<file path="src/rtl/hrc_pkg.sv">
// Shared types, codes and literal tables of the HTTP request classifier.
package hrc_pkg;

  // Bytes examined per buffer by default.
  localparam int unsigned BUFFER_BYTES = 256;

  // Method codes carried in method_code.
  localparam logic [3:0] METH_NONE    = 4'd0;
  localparam logic [3:0] METH_GET     = 4'd1;
  localparam logic [3:0] METH_PUT     = 4'd2;
  localparam logic [3:0] METH_POST    = 4'd3;
  localparam logic [3:0] METH_DELETE  = 4'd4;
  localparam logic [3:0] METH_HEAD    = 4'd5;
  localparam logic [3:0] METH_OPTIONS = 4'd6;
  localparam logic [3:0] METH_PATCH   = 4'd7;
  localparam logic [3:0] METH_CONNECT = 4'd8;
  localparam logic [3:0] METH_TRACE   = 4'd9;

  // Literals searched for in the byte stream.
  localparam int unsigned NUM_LITS = 3;

  typedef enum logic [1:0] {
    LIT_AMZ,
    LIT_AUTH,
    LIT_PART
  } lit_e;

  localparam logic [8*6-1:0]  TXT_AMZ  = "x-amz-";
  localparam logic [8*13-1:0] TXT_AUTH = "Authorization";
  localparam logic [8*11-1:0] TXT_PART = "?partNumber";

  typedef struct packed {
    logic [7:0] data_byte;
    logic       last_byte;
  } in_t;

  typedef struct packed {
    logic       is_request;
    logic [3:0] method_code;
    logic [8:0] url_offset;
    logic [7:0] url_length;
    logic       object_store_flag;
    logic [8:0] bytes_seen;
  } out_t;

  // Control from the top level to the literal matchers.
  typedef struct packed {
    logic en;   // a byte is examined this cycle
    logic clr;  // the buffer closes this cycle
  } lit_ctl_t;

  function automatic logic [3:0] lit_len(input lit_e k);
    logic [3:0] len;
    case (k)
      LIT_AMZ:  len = 4'd6;
      LIT_AUTH: len = 4'd13;
      LIT_PART: len = 4'd11;
      default:  len = 4'd0;
    endcase
    return len;
  endfunction

  // Character p of literal k; zero past the end.
  function automatic logic [7:0] lit_char(input lit_e k, input logic [3:0] p);
    logic [7:0] c;
    c = 8'h00;
    case (k)
      LIT_AMZ:  if (p < 4'd6)  c = TXT_AMZ[8*(5 - int'(p)) +: 8];
      LIT_AUTH: if (p < 4'd13) c = TXT_AUTH[8*(12 - int'(p)) +: 8];
      LIT_PART: if (p < 4'd11) c = TXT_PART[8*(10 - int'(p)) +: 8];
      default:  c = 8'h00;
    endcase
    return c;
  endfunction

endpackage

</file>
<file path="src/rtl/hrc_lit_bank.sv">
// Three running literal matchers that flag the byte completing each literal.
module hrc_lit_bank (
  input  logic                            clk_i,
  input  logic                            rst_ni,
  input  hrc_pkg::lit_ctl_t               ctl_i,
  input  logic [7:0]                      byte_i,
  output logic [hrc_pkg::NUM_LITS-1:0]    hit_o
);

  logic [3:0] prog_q [hrc_pkg::NUM_LITS];
  logic [3:0] prog_d [hrc_pkg::NUM_LITS];

  always_comb begin
    for (int k = 0; k < hrc_pkg::NUM_LITS; k++) begin
      logic [3:0] p;
      logic [3:0] len;
      logic       adv;
      p   = prog_q[k];
      len = hrc_pkg::lit_len(hrc_pkg::lit_e'(k));
      adv = (p < len) && (byte_i == hrc_pkg::lit_char(hrc_pkg::lit_e'(k), p));
      hit_o[k]  = ctl_i.en && adv && ((p + 4'd1) == len);
      prog_d[k] = p;
      if (ctl_i.en) begin
        if (adv) begin
          prog_d[k] = ((p + 4'd1) == len) ? 4'd0 : p + 4'd1;
        end else begin
          // restart: only the first character can begin a new match
          prog_d[k] = (byte_i == hrc_pkg::lit_char(hrc_pkg::lit_e'(k), 4'd0)) ? 4'd1 : 4'd0;
        end
      end
      if (ctl_i.clr) begin
        prog_d[k] = 4'd0;
      end
    end
  end

  always_ff @(posedge clk_i or negedge rst_ni) begin
    if (!rst_ni) begin
      for (int k = 0; k < hrc_pkg::NUM_LITS; k++) begin
        prog_q[k] <= 4'd0;
      end
    end else begin
      for (int k = 0; k < hrc_pkg::NUM_LITS; k++) begin
        prog_q[k] <= prog_d[k];
      end
    end
  end

endmodule

</file>
<file path="src/rtl/http_request_classifier.sv">
// Top level of the HTTP request classifier: byte stream in, one verdict per buffer out.
//
// Usage
//   Input channel (in_valid_i / in_ready_o / in_data_i): one byte of an outgoing
//   buffer per transfer, last_byte marking the final byte. The next transfer
//   after a final byte opens a new buffer. Only the first BUFFER_BYTES bytes are
//   examined; later bytes are taken and dropped until last_byte closes the buffer.
//   Output channel (out_valid_o / out_ready_i / out_data_o): one result per
//   buffer: method, request verdict, URL position and length, object-store flag
//   and the count of bytes examined.
// Timing
//   One byte per cycle while in_ready_o is high. Each byte updates the space trackers,
//   the prefix store and the literal matchers as it is taken; the result is
//   registered and appears the cycle after the final byte's transfer.
// Stalls
//   While a result waits in the output register with out_ready_i low, in_ready_o
//   drops and every byte is held off. in_ready_o is high whenever the register
//   is empty or is being emptied in the same cycle.
// Reset
//   rst_ni clears the buffer control state and empties the output register; the first
//   byte after reset opens a fresh buffer.
module http_request_classifier #(
  parameter int unsigned BUFFER_BYTES = hrc_pkg::BUFFER_BYTES
) (
  input  logic          clk_i,
  input  logic          rst_ni,
  input  logic          in_valid_i,
  output logic          in_ready_o,
  input  hrc_pkg::in_t  in_data_i,
  output logic          out_valid_o,
  input  logic          out_ready_i,
  output hrc_pkg::out_t out_data_o
);

  // Index width holds the count itself; position width holds a byte index.
  localparam int unsigned IW = $clog2(BUFFER_BYTES + 1);
  localparam int unsigned PW = $clog2(BUFFER_BYTES);
  localparam int unsigned WW = IW + 1;

  localparam logic [7:0] CH_SPACE = 8'h20;
  localparam logic [7:0] CH_SLASH = 8'h2F;
  localparam logic [7:0] CH_QUEST = 8'h3F;
  localparam logic [7:0] CH_CR    = 8'h0D;
  localparam logic [7:0] CH_LF    = 8'h0A;

  // ---------------------------------------------------------------------------
  // Handshake
  // ---------------------------------------------------------------------------
  logic acc;      // input transfer this cycle
  logic take;     // byte falls within the examined window
  logic closing;  // buffer ends this cycle
  logic [7:0] b;
  logic [PW-1:0] pos;

  assign in_ready_o = !out_valid_o || out_ready_i;
  assign acc        = in_valid_i && in_ready_o;
  assign b          = in_data_i.data_byte;

  // ---------------------------------------------------------------------------
  // Buffer state
  // ---------------------------------------------------------------------------
  logic [IW-1:0] idx_q, idx_u, idx_d;
  logic [7:0]    pre_q [7];
  logic [7:0]    pre_u [7];
  logic [1:0]    sp_v_q, sp_v_u, sp_v_d;
  logic [PW-1:0] sp_q [2];
  logic [PW-1:0] sp_u [2];
  logic          amz_v_q, amz_v_u, amz_v_d;
  logic [PW-1:0] amz_st_q, amz_st_u;
  logic          auth_v_q, auth_v_u, auth_v_d;
  logic [PW-1:0] auth_st_q, auth_st_u;
  logic          part_v_q, part_v_u, part_v_d;
  logic          slash_v_q, slash_v_u, slash_v_d;
  logic [PW-1:0] slash_st_q, slash_st_u;
  logic [PW-1:0] sl_cand_q, sl_cand_u;
  logic          sl_live_q, sl_live_u, sl_live_d;
  logic          sl_pend_q, sl_pend_u, sl_pend_d;

  logic          in_url;
  logic [hrc_pkg::NUM_LITS-1:0] lit_hit;
  hrc_pkg::lit_ctl_t            lit_ctl;

  assign take    = acc && (idx_q < IW'(BUFFER_BYTES));
  assign closing = acc && in_data_i.last_byte;
  assign pos     = idx_q[PW-1:0];
  // Inside the URL: first space seen, second not yet, and this is no space.
  assign in_url  = sp_v_q[0] && !sp_v_q[1] && (b != CH_SPACE);

  assign lit_ctl.en  = take;
  assign lit_ctl.clr = closing;

  hrc_lit_bank u_lit_bank (
    .clk_i  (clk_i),
    .rst_ni (rst_ni),
    .ctl_i  (lit_ctl),
    .byte_i (b),
    .hit_o  (lit_hit)
  );

  // Apply the current byte to the stored state.
  always_comb begin
    idx_u      = idx_q;
    pre_u      = pre_q;
    sp_v_u     = sp_v_q;
    sp_u       = sp_q;
    amz_v_u    = amz_v_q;
    amz_st_u   = amz_st_q;
    auth_v_u   = auth_v_q;
    auth_st_u  = auth_st_q;
    part_v_u   = part_v_q;
    slash_v_u  = slash_v_q;
    slash_st_u = slash_st_q;
    sl_cand_u  = sl_cand_q;
    sl_live_u  = sl_live_q;
    sl_pend_u  = sl_pend_q;

    if (take) begin
      idx_u = idx_q + IW'(1);
      if (idx_q < IW'(7)) begin
        pre_u[idx_q[2:0]] = b;
      end

      // Keep the earliest start of each header literal; the query literal counts only in the URL.
      if (lit_hit[hrc_pkg::LIT_AMZ] && !amz_v_q) begin
        amz_v_u  = 1'b1;
        amz_st_u = pos - PW'(5);
      end
      if (lit_hit[hrc_pkg::LIT_AUTH] && !auth_v_q) begin
        auth_v_u  = 1'b1;
        auth_st_u = pos - PW'(12);
      end
      if (lit_hit[hrc_pkg::LIT_PART] && in_url) begin
        part_v_u = 1'b1;
      end

      // Bucket/key shape: a '/' then a plain byte opens a candidate; a later
      // '/' confirms it, a line break kills it.
      if (in_url) begin
        if ((b == CH_SLASH) && sl_live_q && !slash_v_q) begin
          slash_v_u  = 1'b1;
          slash_st_u = sl_cand_q;
        end
        if (sl_pend_q && !sl_live_q && (b != CH_SLASH) && (b != CH_QUEST) &&
            (b != CH_CR) && (b != CH_LF)) begin
          sl_live_u = 1'b1;
          sl_cand_u = pos - PW'(1);
        end
        if ((b == CH_CR) || (b == CH_LF)) begin
          sl_live_u = 1'b0;
        end
        sl_pend_u = (b == CH_SLASH);
      end

      if (b == CH_SPACE) begin
        if (!sp_v_q[0]) begin
          sp_v_u[0] = 1'b1;
          sp_u[0]   = pos;
        end else if (!sp_v_q[1]) begin
          sp_v_u[1] = 1'b1;
          sp_u[1]   = pos;
        end
      end
    end

    // Clear control state when the buffer closes.
    idx_d     = closing ? '0   : idx_u;
    sp_v_d    = closing ? 2'b0 : sp_v_u;
    amz_v_d   = closing ? 1'b0 : amz_v_u;
    auth_v_d  = closing ? 1'b0 : auth_v_u;
    part_v_d  = closing ? 1'b0 : part_v_u;
    slash_v_d = closing ? 1'b0 : slash_v_u;
    sl_live_d = closing ? 1'b0 : sl_live_u;
    sl_pend_d = closing ? 1'b0 : sl_pend_u;
  end

  // ---------------------------------------------------------------------------
  // Verdict, taken from the state including the final byte
  // ---------------------------------------------------------------------------
  logic [3:0]    meth;
  logic [WW-1:0] n_w, s1_w, s2_w, ulen_w;
  logic          req, flag;
  hrc_pkg::out_t res;

  assign n_w    = WW'(idx_u);
  assign s1_w   = WW'(sp_u[0]);
  assign s2_w   = WW'(sp_u[1]);
  assign ulen_w = s2_w - s1_w - WW'(1);

  always_comb begin
    meth = hrc_pkg::METH_NONE;
    if ((idx_u >= IW'(4)) && ({pre_u[0], pre_u[1], pre_u[2], pre_u[3]} == "HTTP")) begin
      meth = hrc_pkg::METH_NONE;
    end else if ((idx_u >= IW'(3)) && ({pre_u[0], pre_u[1], pre_u[2]} == "GET")) begin
      meth = hrc_pkg::METH_GET;
    end else if ((idx_u >= IW'(3)) && ({pre_u[0], pre_u[1], pre_u[2]} == "PUT")) begin
      meth = hrc_pkg::METH_PUT;
    end else if ((idx_u >= IW'(4)) &&
                 ({pre_u[0], pre_u[1], pre_u[2], pre_u[3]} == "POST")) begin
      meth = hrc_pkg::METH_POST;
    end else if ((idx_u >= IW'(6)) &&
                 ({pre_u[0], pre_u[1], pre_u[2], pre_u[3], pre_u[4], pre_u[5]}
                  == "DELETE")) begin
      meth = hrc_pkg::METH_DELETE;
    end else if ((idx_u >= IW'(4)) &&
                 ({pre_u[0], pre_u[1], pre_u[2], pre_u[3]} == "HEAD")) begin
      meth = hrc_pkg::METH_HEAD;
    end else if ((idx_u >= IW'(7)) &&
                 ({pre_u[0], pre_u[1], pre_u[2], pre_u[3], pre_u[4], pre_u[5], pre_u[6]}
                  == "OPTIONS")) begin
      meth = hrc_pkg::METH_OPTIONS;
    end else if ((idx_u >= IW'(5)) &&
                 ({pre_u[0], pre_u[1], pre_u[2], pre_u[3], pre_u[4]} == "PATCH")) begin
      meth = hrc_pkg::METH_PATCH;
    end else if ((idx_u >= IW'(7)) &&
                 ({pre_u[0], pre_u[1], pre_u[2], pre_u[3], pre_u[4], pre_u[5], pre_u[6]}
                  == "CONNECT")) begin
      meth = hrc_pkg::METH_CONNECT;
    end else if ((idx_u >= IW'(5)) &&
                 ({pre_u[0], pre_u[1], pre_u[2], pre_u[3], pre_u[4]} == "TRACE")) begin
      meth = hrc_pkg::METH_TRACE;
    end
  end

  always_comb begin
    req = (idx_u >= IW'(4)) && (meth != hrc_pkg::METH_NONE) && sp_v_u[0] &&
          ((s1_w + WW'(2)) <= n_w);

    // Header literals count only where the buffer reaches five bytes past x-amz-, or to the end of Authorization.
    flag = 1'b0;
    if (amz_v_u && ((WW'(amz_st_u) + WW'(11)) <= n_w)) begin
      flag = 1'b1;
    end
    if (auth_v_u && ((WW'(auth_st_u) + WW'(13)) <= n_w)) begin
      flag = 1'b1;
    end
    // URL patterns need a closed, non-empty URL.
    if (sp_v_u[1] && (ulen_w != '0)) begin
      if (part_v_u) begin
        flag = 1'b1;
      end
      if (slash_v_u && ((WW'(slash_st_u) + WW'(6)) <= s2_w)) begin
        flag = 1'b1;
      end
    end

    res.is_request        = req;
    res.method_code       = meth;
    res.url_offset        = sp_v_u[0] ? 9'(s1_w + WW'(1)) : 9'd0;
    res.url_length        = sp_v_u[1] ? 8'(ulen_w) : 8'd0;
    res.object_store_flag = flag;
    res.bytes_seen        = 9'(idx_u);
  end

  // ---------------------------------------------------------------------------
  // Registers
  // ---------------------------------------------------------------------------
  logic          out_valid_q;
  hrc_pkg::out_t out_q;

  always_ff @(posedge clk_i or negedge rst_ni) begin
    if (!rst_ni) begin
      idx_q       <= '0;
      sp_v_q      <= 2'b0;
      amz_v_q     <= 1'b0;
      auth_v_q    <= 1'b0;
      part_v_q    <= 1'b0;
      slash_v_q   <= 1'b0;
      sl_live_q   <= 1'b0;
      sl_pend_q   <= 1'b0;
      out_valid_q <= 1'b0;
    end else begin
      idx_q     <= idx_d;
      sp_v_q    <= sp_v_d;
      amz_v_q   <= amz_v_d;
      auth_v_q  <= auth_v_d;
      part_v_q  <= part_v_d;
      slash_v_q <= slash_v_d;
      sl_live_q <= sl_live_d;
      sl_pend_q <= sl_pend_d;
      if (closing) begin
        out_valid_q <= 1'b1;
      end else if (out_ready_i) begin
        out_valid_q <= 1'b0;
      end
    end
  end

  // Payload: guarded by the valid bits above, so no reset.
  always_ff @(posedge clk_i) begin
    pre_q      <= pre_u;
    sp_q       <= sp_u;
    amz_st_q   <= amz_st_u;
    auth_st_q  <= auth_st_u;
    slash_st_q <= slash_st_u;
    sl_cand_q  <= sl_cand_u;
    if (closing) begin
      out_q <= res;
    end
  end

  assign out_valid_o = out_valid_q;
  assign out_data_o  = out_q;

  // ---------------------------------------------------------------------------
  // Assertions
  // ---------------------------------------------------------------------------
  a_result_from_last : assert property (@(posedge clk_i) disable iff (!rst_ni)
    $rose(out_valid_o) |-> $past(acc && in_data_i.last_byte))
    else $error("result appeared without a final byte transfer");

  a_index_bound : assert property (@(posedge clk_i) disable iff (!rst_ni)
    idx_q <= IW'(BUFFER_BYTES))
    else $error("byte index ran past the examined window");

  a_space_order : assert property (@(posedge clk_i) disable iff (!rst_ni)
    sp_v_q[1] |-> (sp_v_q[0] && (sp_q[1] > sp_q[0])))
    else $error("second space recorded out of order");

  a_request_shape : assert property (@(posedge clk_i) disable iff (!rst_ni)
    (out_valid_o && out_data_o.is_request) |->
      ((out_data_o.method_code != hrc_pkg::METH_NONE) && (out_data_o.url_offset != 9'd0)))
    else $error("request verdict without method or URL");

endmodule

</file>
<file path="config.mk">
export PLATFORM = sky130hd
export DESIGN_NAME = http_request_classifier
export DESIGN_NICKNAME = d
export VERILOG_FILES = /design/src/rtl/hrc_pkg.sv /design/src/rtl/hrc_lit_bank.sv /design/src/rtl/http_request_classifier.sv
export SDC_FILE = /design/constraint.sdc
export NUM_CORES = 1
export LEC_CHECK = 0
export ABC_CLOCK_PERIOD_IN_PS = 5550
export CORE_AREA = 3 3 161 163
export CTS_CLUSTER_DIAMETER = 200
export DETAILED_ROUTE_END_ITERATION = 8
export DIE_AREA = 0 0 164 166
export DONT_BUFFER_PORTS = 1
export PLACE_DENSITY = 0.56
export SLEW_MARGIN = 20
export SYNTH_ARGS = -nofsm -noshare
export SYNTH_HDL_FRONTEND = slang
export SYNTH_SLANG_ARGS = --single-unit
</file>
<file path="constraint.sdc">
create_clock -name clk_i -period 5.55 [get_ports clk_i]
set_input_delay 1.11 -clock clk_i [delete_from_list [all_inputs] [get_ports clk_i]]
set_output_delay 1.11 -clock clk_i [all_outputs]
set_load 0.01 [all_outputs]
</file>
==> results.cfg, run 1 <==
[route]
wl_met2_um = 12940
drt-met1-wl_um = 14800
wl_per_cell_um = 18.76
routed_wl_um = 29720
dr_wl_met3_um = 1517
drt_iter0_drc = 761
vias = 9038
routed_via_density = 5.706
top_layer = met4
drc = 0
drt_pass1_iterations = 5
antenna_left = 0

[setup_path]
cp-end-kind = register
ff2ff_path_depth = 20
path_max_fanout = 7
cp.arrival_ps = 5300
path_class = register to register
timing.rr.end = out_data_o[9]$_DFFE_PP_
start_kind = register
r2r_start = u_lit_bank.prog_q[4]$_DFFE_PN0P_
required_ps = 5770
r2r_setup_slack_ps = 470
cpMostUsedCell = o21a_1
critPathSlowestCell = a2111oi_0
slowest_delay_ps = 540
crit_chain = inv_1 > ha_1 > a21oi_1 > a21oi_1 > a2111oi_0 > mux2_2 > nor4_2 > nand4_2 > o21ai_0 > ha_1 > ha_1 > nor2b_1 > o21a_1 > o21a_1 > o21a_1 > o21a_1 > o21ai_0 > nand3b_1 > a21o_1 > o311ai_0

[synthesis]
synth.top_cells.by_count = 137 x nand2_1, 104 x nor2_1, 96 x dfxtp_1
synth.top_cell.area_share_pct = 17.53
synth_flop_cell = dfxtp_1
yosysWarnings = 0
synth_nets = 1343
synth_cell_type_count = 79
synthCells = 1264
synth-edff-count = 40
syn-cell-area_um2 = 10960
yosysMostFrequentCell = nand2_1
seq_area_frac_synth_pct = 35.34
syn_avg_cell_area_um2 = 8.672
synth_top_area_cell = dfxtp_1
synth_area_leaders = dfxtp_1 18%, edfxtp_1 11%, ha_1 7.4%
ys_seq_elements = 166
ys_async_sr_fraction_pct = 18.07

[layout]
fin_util_pct = 48.65
drive_gt1_share_pct = 11.28
fill_cells = 2357
fin_nets = 1325
stdcell_count = 1584
area.growth.synth_to_final_pct = 8.561

[global_routing]
gr-usage-all-layers_pct = 21.93
grt_remaining_overflow = 0
grt_pass1_wl_um = 47910
grt_pass1_vias = 8696
antenna_found_initial = 0
grt_max_degree = 54

[floorplanning]
initial_core_util_pct = 44.81
rows = 57
die_y_um = 166
die_w_um = 164
die_area_um2 = 27220
core-area_um2 = 24460
ioPinCount = 47

[sta]
worstMarginPinSlew_ps = 1134
fin_crit_sh_pct = 91.55
fin_crit_ps = 5081
fin_tns_setup_ps = 0
skew_ps = 11.78
maxSlewHeadroom_pct = 23.83
fmax_mhz = 196.8
rsz0062_at_grt = false
whs_ps = 374.0
setup-violations-final = 0
maxSlewViolCount = 0
final-hold-violation-count = 0

[cts]
cts.repair.resized = 0
cts.sinks = 166
htreeDepth = 4
insertion_delay_ps = 430
root_buffer = clkbuf_16
cts.reportedPaths.clkPinSlew_ps = 70
cts_made_buffers = 17
cts_hold_buf = 0
clockBufferDepth = 2
cts_setup_buffers = 0
tritoncts = yes

[job]
drv_cap = 0

[hold_path]
worstHoldPathType = input port to async pin

[power_and_ir_drop]
power_leakage_nw = 5.088
ir_worst_vdd_mv = 0.2193
power.density_nw_per_um2 = 334.1

[placed_design]
place_hpwl_um = 20990
dpl.cell_count = 1551
routabilityCongestion = 0.9093
portBuffers = 0

[status]
outcome = finished clean
## metrics by stage
step / setup slack, ps / power [W] / instance area (µm²)
finish: 469.0 / 0.003975 / 11900
detailed placement: 244.5 / 0.002817 / 11330
global route: 3.479 / 0.004226 / 11900
floorplan: 491.5 / 0.002497 / 10960
global placement: 272.5 / 0.002793 / 11330
CTS: 491.2 / 0.003999 / 11890
## logic make-up (layout without fill, tap and decap cells)
| kind of cell | count (synthesis) | in the layout | share of synthesized area [%] |
|---|---|---|---|
| AO/OA/AOI/OAI | 221 | 221 | 12.75 |
| other | 0 | 1 | 0 |
| flip-flops | 166 | 166 | 35.34 |
| AND/OR/NAND/NOR | 499 | 499 | 23.95 |
| multiplexers | 87 | 87 | 8.549 |
| XOR/XNOR | 86 | 86 | 6.871 |
| buffers and inverters | 139 | 134 | 4.942 |
| adder cells (fa/ha/maj) | 66 | 66 | 7.602 |
## flip-flops by register name, summed over array words and instances, names as in the netlist
| name | cells |
|---|---|
| out_data_o | 32 |
| auth_st_q | 8 |
| sp_q | 16 |
| sp_v_q | 2 |
| part_v_q | 1 |
| sl_pend_q | 1 |
| sl_cand_q | 8 |
| amz_v_q | 1 |
| auth_v_q | 1 |
| amz_st_q | 8 |
| slash_st_q | 8 |
| idx_q | 9 |
| slash_v_q | 1 |
| u_lit_bank.prog_q | 12 |
| out_valid_o | 1 |
| pre_q | 56 |
| sl_live_q | 1 |
## worst max-delay path, delay by kind of cell, from the launching register on
family / cells / cell delay, ps
DFF: 1 / 380
buffers and inverters: 1 / 140
AOI/OAI and AO/OA: 11 / 2210
and+or+nand+nor: 4 / 830
adders and majority gates: 3 / 910
muxes: 1 / 400
## metal layers
metal	vias to the layer above	GRT usage, %
li1	4460	-
met1	4324	33.09
met2	224	32.55
met3	30	3.492
met4	0	5.517
met5	-	0
## final cells by class
class / count / area [µm²] / share of cell area (%)
multi-input cells: 959 / 6553 / 55.06
well taps: 324 / 405.4 / 3.407
flip-flops and latches: 166 / 3874 / 32.55
clock inverters: 13 / 105.1 / 0.8832
clock buffers: 19 / 454.2 / 3.817
repair buffers: 33 / 247.7 / 2.082
diodes: 1 / 2.502 / 0.02103
inverters: 69 / 259.0 / 2.176
## cells in the final DEF (no fill, tap or decap), types with 6 or more instances in the layout
cell	count
a211oi_1	8
a21o_1	6
a21oi_1	58
a31oi_1	11
a41oi_1	6
and2_1	7
and3_1	9
and4_1	10
buf_4	33
clkbuf_16	18
dfrtp_1	30
dfxtp_1	96
edfxtp_1	40
ha_1	65
inv_1	67
mux2_2	53
mux2i_1	34
nand2_1	137
nand2b_1	23
nand3_1	41
nand3b_1	8
nand4_1	20
nand4b_1	6
nor2_1	104
nor2b_1	24
nor3_1	35
nor3b_1	10
nor4_1	18
nor4b_1	6
o21a_1	10
o21ai_0	66
o22ai_1	6
or2_2	8
or3_1	6
xnor2_1	62
xor2_1	24
## how the worst max path moves through the flow
stage	cells after the start	endpoint	slack [ps]	start
3_5_place_dp	17	out_data_o[9]$_DFFE_PP_	240	in_data_i[3]
5_1_grt	20	out_data_o[9]$_DFFE_PP_	3	u_lit_bank.prog_q[4]$_DFFE_PN0P_
4_1_cts	20	out_data_o[9]$_DFFE_PP_	490	u_lit_bank.prog_q[4]$_DFFE_PN0P_
2_1_floorplan	22	out_data_o[9]$_DFFE_PP_	490	u_lit_bank.prog_q[5]$_DFFE_PN0P_
6_report	20	out_data_o[9]$_DFFE_PP_	470	u_lit_bank.prog_q[4]$_DFFE_PN0P_
3_3_place_gp	17	out_data_o[9]$_DFFE_PP_	270	in_data_i[3]
## power breakdown
part	total, W	internal [W]	switching [W]
Combinational	0.00115	0.000475	0.000677
Sequential	0.00166	0.00148	0.000171
Clock	0.00117	0.000614	0.000554
Total	0.00398	0.00257	0.00140
Note: power is estimated with default switching activity, not from simulation.
==> inputs of run 2 (changes only) <==
Settings changed: ABC_AREA set to 1, CORE_AREA 3 3 161 163 to 3 3 159 161, DIE_AREA 0 0 164 166 to 0 0 162 164, PLACE_DENSITY 0.56 to not set.
==> run 2 against run 1 <==
  * Largest power group unchanged
  * Clock skew increased by 1.1 ps
  * Via count increased by 0.89%
  * Critical path type is now input port to register
  * Largest cell class unchanged
  * Area after synthesis decreased by 2.1%
  * Hold slack got worse by 13 ps
  * Wire length decreased by 5.6%
  * Sequential share of layout area increased by 0.88 points
  * Die area decreased by 2.4%
  * Non-clock buffer count decreased by 22
==> results.cfg, run 2 <==
[route]
wl_per_cell_um = 15.57
drt_iter0_drc = 739
drc = 0
vias = 9118
routed_wl_um = 28060
routed_via_density = 5.060
antenna_left = 0
drt_pass1_iterations = 5

[synthesis]
synth_area_leaders = dfxtp_1 18%, nand2_1 12%, edfxtp_1 11%
yosysMostFrequentCell = nand2_1
synth_top_area_cell = dfxtp_1
synth_cell_type_count = 59
synth-edff-count = 40
seq_area_frac_synth_pct = 36.08
synth.top_cell.area_share_pct = 17.90
yosysWarnings = 0
syn-cell-area_um2 = 10740
synthCells = 1463
synth_flop_cell = dfxtp_1
ys_async_sr_fraction_pct = 18.07
synth.top_cells.by_count = 338 x nand2_1, 234 x inv_1, 141 x nor2_1
syn_avg_cell_area_um2 = 7.339
synth_nets = 1542
ys_seq_elements = 166

[cts]
htreeDepth = 4
cts_setup_buffers = 0
cts.repair.resized = 0
insertion_delay_ps = 440
root_buffer = clkbuf_16
cts.reportedPaths.clkPinSlew_ps = 70
clockBufferDepth = 2
cts_hold_buf = 0
cts_made_buffers = 17
tritoncts = yes
cts.sinks = 166

[setup_path]
slowest_delay_ps = 500
ff2ff_path_depth = 31
cpMostUsedCell = o21ai_0
required_ps = 5730
start_kind = input port
cp.depth = 21
cp-end-kind = register
path_class = input port to register
critPathSlowestCell = o21ai_0
cp.arrival_ps = 4950
cp_top_family = compound AO/OA/AOI/OAI gates
crit_chain = inv_1 > nand2_1 > nor3_2 > nand2_2 > nor2_4 > nand2_2 > o21ai_0 > inv_1 > ha_1 > inv_1 > fa_1 > a21oi_1 > o21ai_0 > a21oi_1 > o21ai_0 > xnor2_1 > nand3b_1 > o21ai_0 > a21oi_1 > nand2_1 > nand2_1
critical_path_buf_inv_count = 3
path_max_fanout = 9

[sta]
fin_crit_ps = 4768
layout_setup_ws_ps = 782.1
rsz0062_at_grt = false
worstMarginPinSlew_ps = 874.3
setup-violations-final = 0
maxSlewHeadroom_pct = 41.10
fmax_mhz = 209.7
fin_crit_sh_pct = 85.91
final-hold-violation-count = 0
maxSlewViolCount = 0
skew_ps = 12.92
fin_tns_setup_ps = 0

[power_and_ir_drop]
power_leakage_nw = 5.730
ir_worst_vdd_mv = 0.2658
power.density_nw_per_um2 = 345.4

[global_routing]
gr-usage-all-layers_pct = 21.63
grt_pass1_wl_um = 45370
grt_remaining_overflow = 0
grt_pass1_vias = 8812
antenna_found_initial = 0
grt_max_degree = 52

[job]
drv_cap = 0

[floorplanning]
core-area_um2 = 24110
initial_core_util_pct = 44.54
die_w_um = 162
ioPinCount = 47
die_y_um = 164
rows = 57
die_area_um2 = 26570

[layout]
num_antenna_cells = 0
final_cell_mix = 338 x nand2_1, 234 x inv_1, 140 x nor2_1
drive_gt1_share_pct = 9.675
fin_nets = 1544
final_common_cell = nand2_1
largest_reg_flops = 56
stdcell_count = 1802
regMostFlops = pre_q
area.growth.synth_to_final_pct = 7.913

[placed_design]
routabilityCongestion = 0.9035
place_hpwl_um = 21440
dpl.cell_count = 1770
post-place-ws_ps = 309.4
portBuffers = 0

[hold_path]
worstHoldPathType = input port to async pin

[status]
outcome = finished clean
run 2: changes by cell type in the layout (fill, tap and decap cells not counted), moves of 29 or more:
cell and change:
xnor2_1 -54, nand3_1 +39, nor2_1 +36, inv_1 +167, o21ai_1 +29, mux2i_1 -34
nand2_1 +201, mux2_2 -51
run 2: layout make-up:
class | instances | area (µm²)
clock buffers | 19 | 464.2
clock inverters | 13 | 108.9
fillers | 2457 | 12520
inverters | 248 | 935.9
multi-input cells | 1021 | 5715
flip-flops and latches | 166 | 3874
well taps | 324 | 405.4
repair buffers | 11 | 82.58
run 2: worst reg2reg max path: cells and delay by family, from the launching register on:
family / cells / cell delay (ps)
DFF: 1 / 370
AOI/OAI and AO/OA: 6 / 810
buffers and inverters: 4 / 420
and+or+nand+nor: 17 / 1740
xor gates and xnor gates: 1 / 180
adders and majority gates: 3 / 750
run 2: through the flow:
stage / instance area (µm²) / hold slack [ps] / util (%) / power [W]
6_report: 11590 / 361.2 / 48.06 / 0.004002
2_1_floorplan: 10740 / 421.9 / - / 0.002570
4_1_cts: 11590 / 344.5 / 48.06 / 0.004024
3_3_place_gp: 11010 / 430.5 / 45.69 / 0.002831
5_1_grt: 11590 / 336.4 / 48.06 / 0.004272
3_5_place_dp: 11010 / 433.9 / 45.69 / 0.002854
run 2: path summary, 6_finish.rpt:
check                                                 start                               end  slack (ps)
max                                            in_data_i[4]           out_data_o[9]$_DFFE_PP_         780
min                                                  rst_ni  u_lit_bank.prog_q[3]$_DFFE_PN0P_         360
max reg2reg                u_lit_bank.prog_q[4]$_DFFE_PN0P_           out_data_o[9]$_DFFE_PP_        1010
min reg2reg                               pre_q[46]$_DFF_P_                 pre_q[46]$_DFF_P_         450
max in group asynchronous                            rst_ni                idx_q[8]$_DFF_PN0_        5090
min in group clk_i                        pre_q[46]$_DFF_P_                 pre_q[46]$_DFF_P_         450
run 2: kinds of logic after synthesis:
kind of cell | count (synthesis) | share of synthesized area (%)
AO/OA/AOI/OAI | 202 | 10.97
XOR/XNOR | 53 | 4.324
adder cells (fa/ha/maj) | 66 | 7.761
buffers and inverters | 276 | 10.76
flip-flops | 166 | 36.08
multiplexers | 2 | 0.2098
AND/OR/NAND/NOR | 698 | 29.90
run 2: power by group:
part           switching [W]  internal [W]
clock network       0.000540      0.000627
registers           0.000114       0.00148
logic               0.000847      0.000397
run 2: layer usage:
layer | track usage [%] | wire, µm | vias to the layer above
li1 | - | - | 4721
met1 | 26.95 | 12760 | 4170
met2 | 38.50 | 13760 | 196
met3 | 4.035 | 1002 | 31
met4 | 5.816 | 542 | 0
met5 | 0 | 0 | -
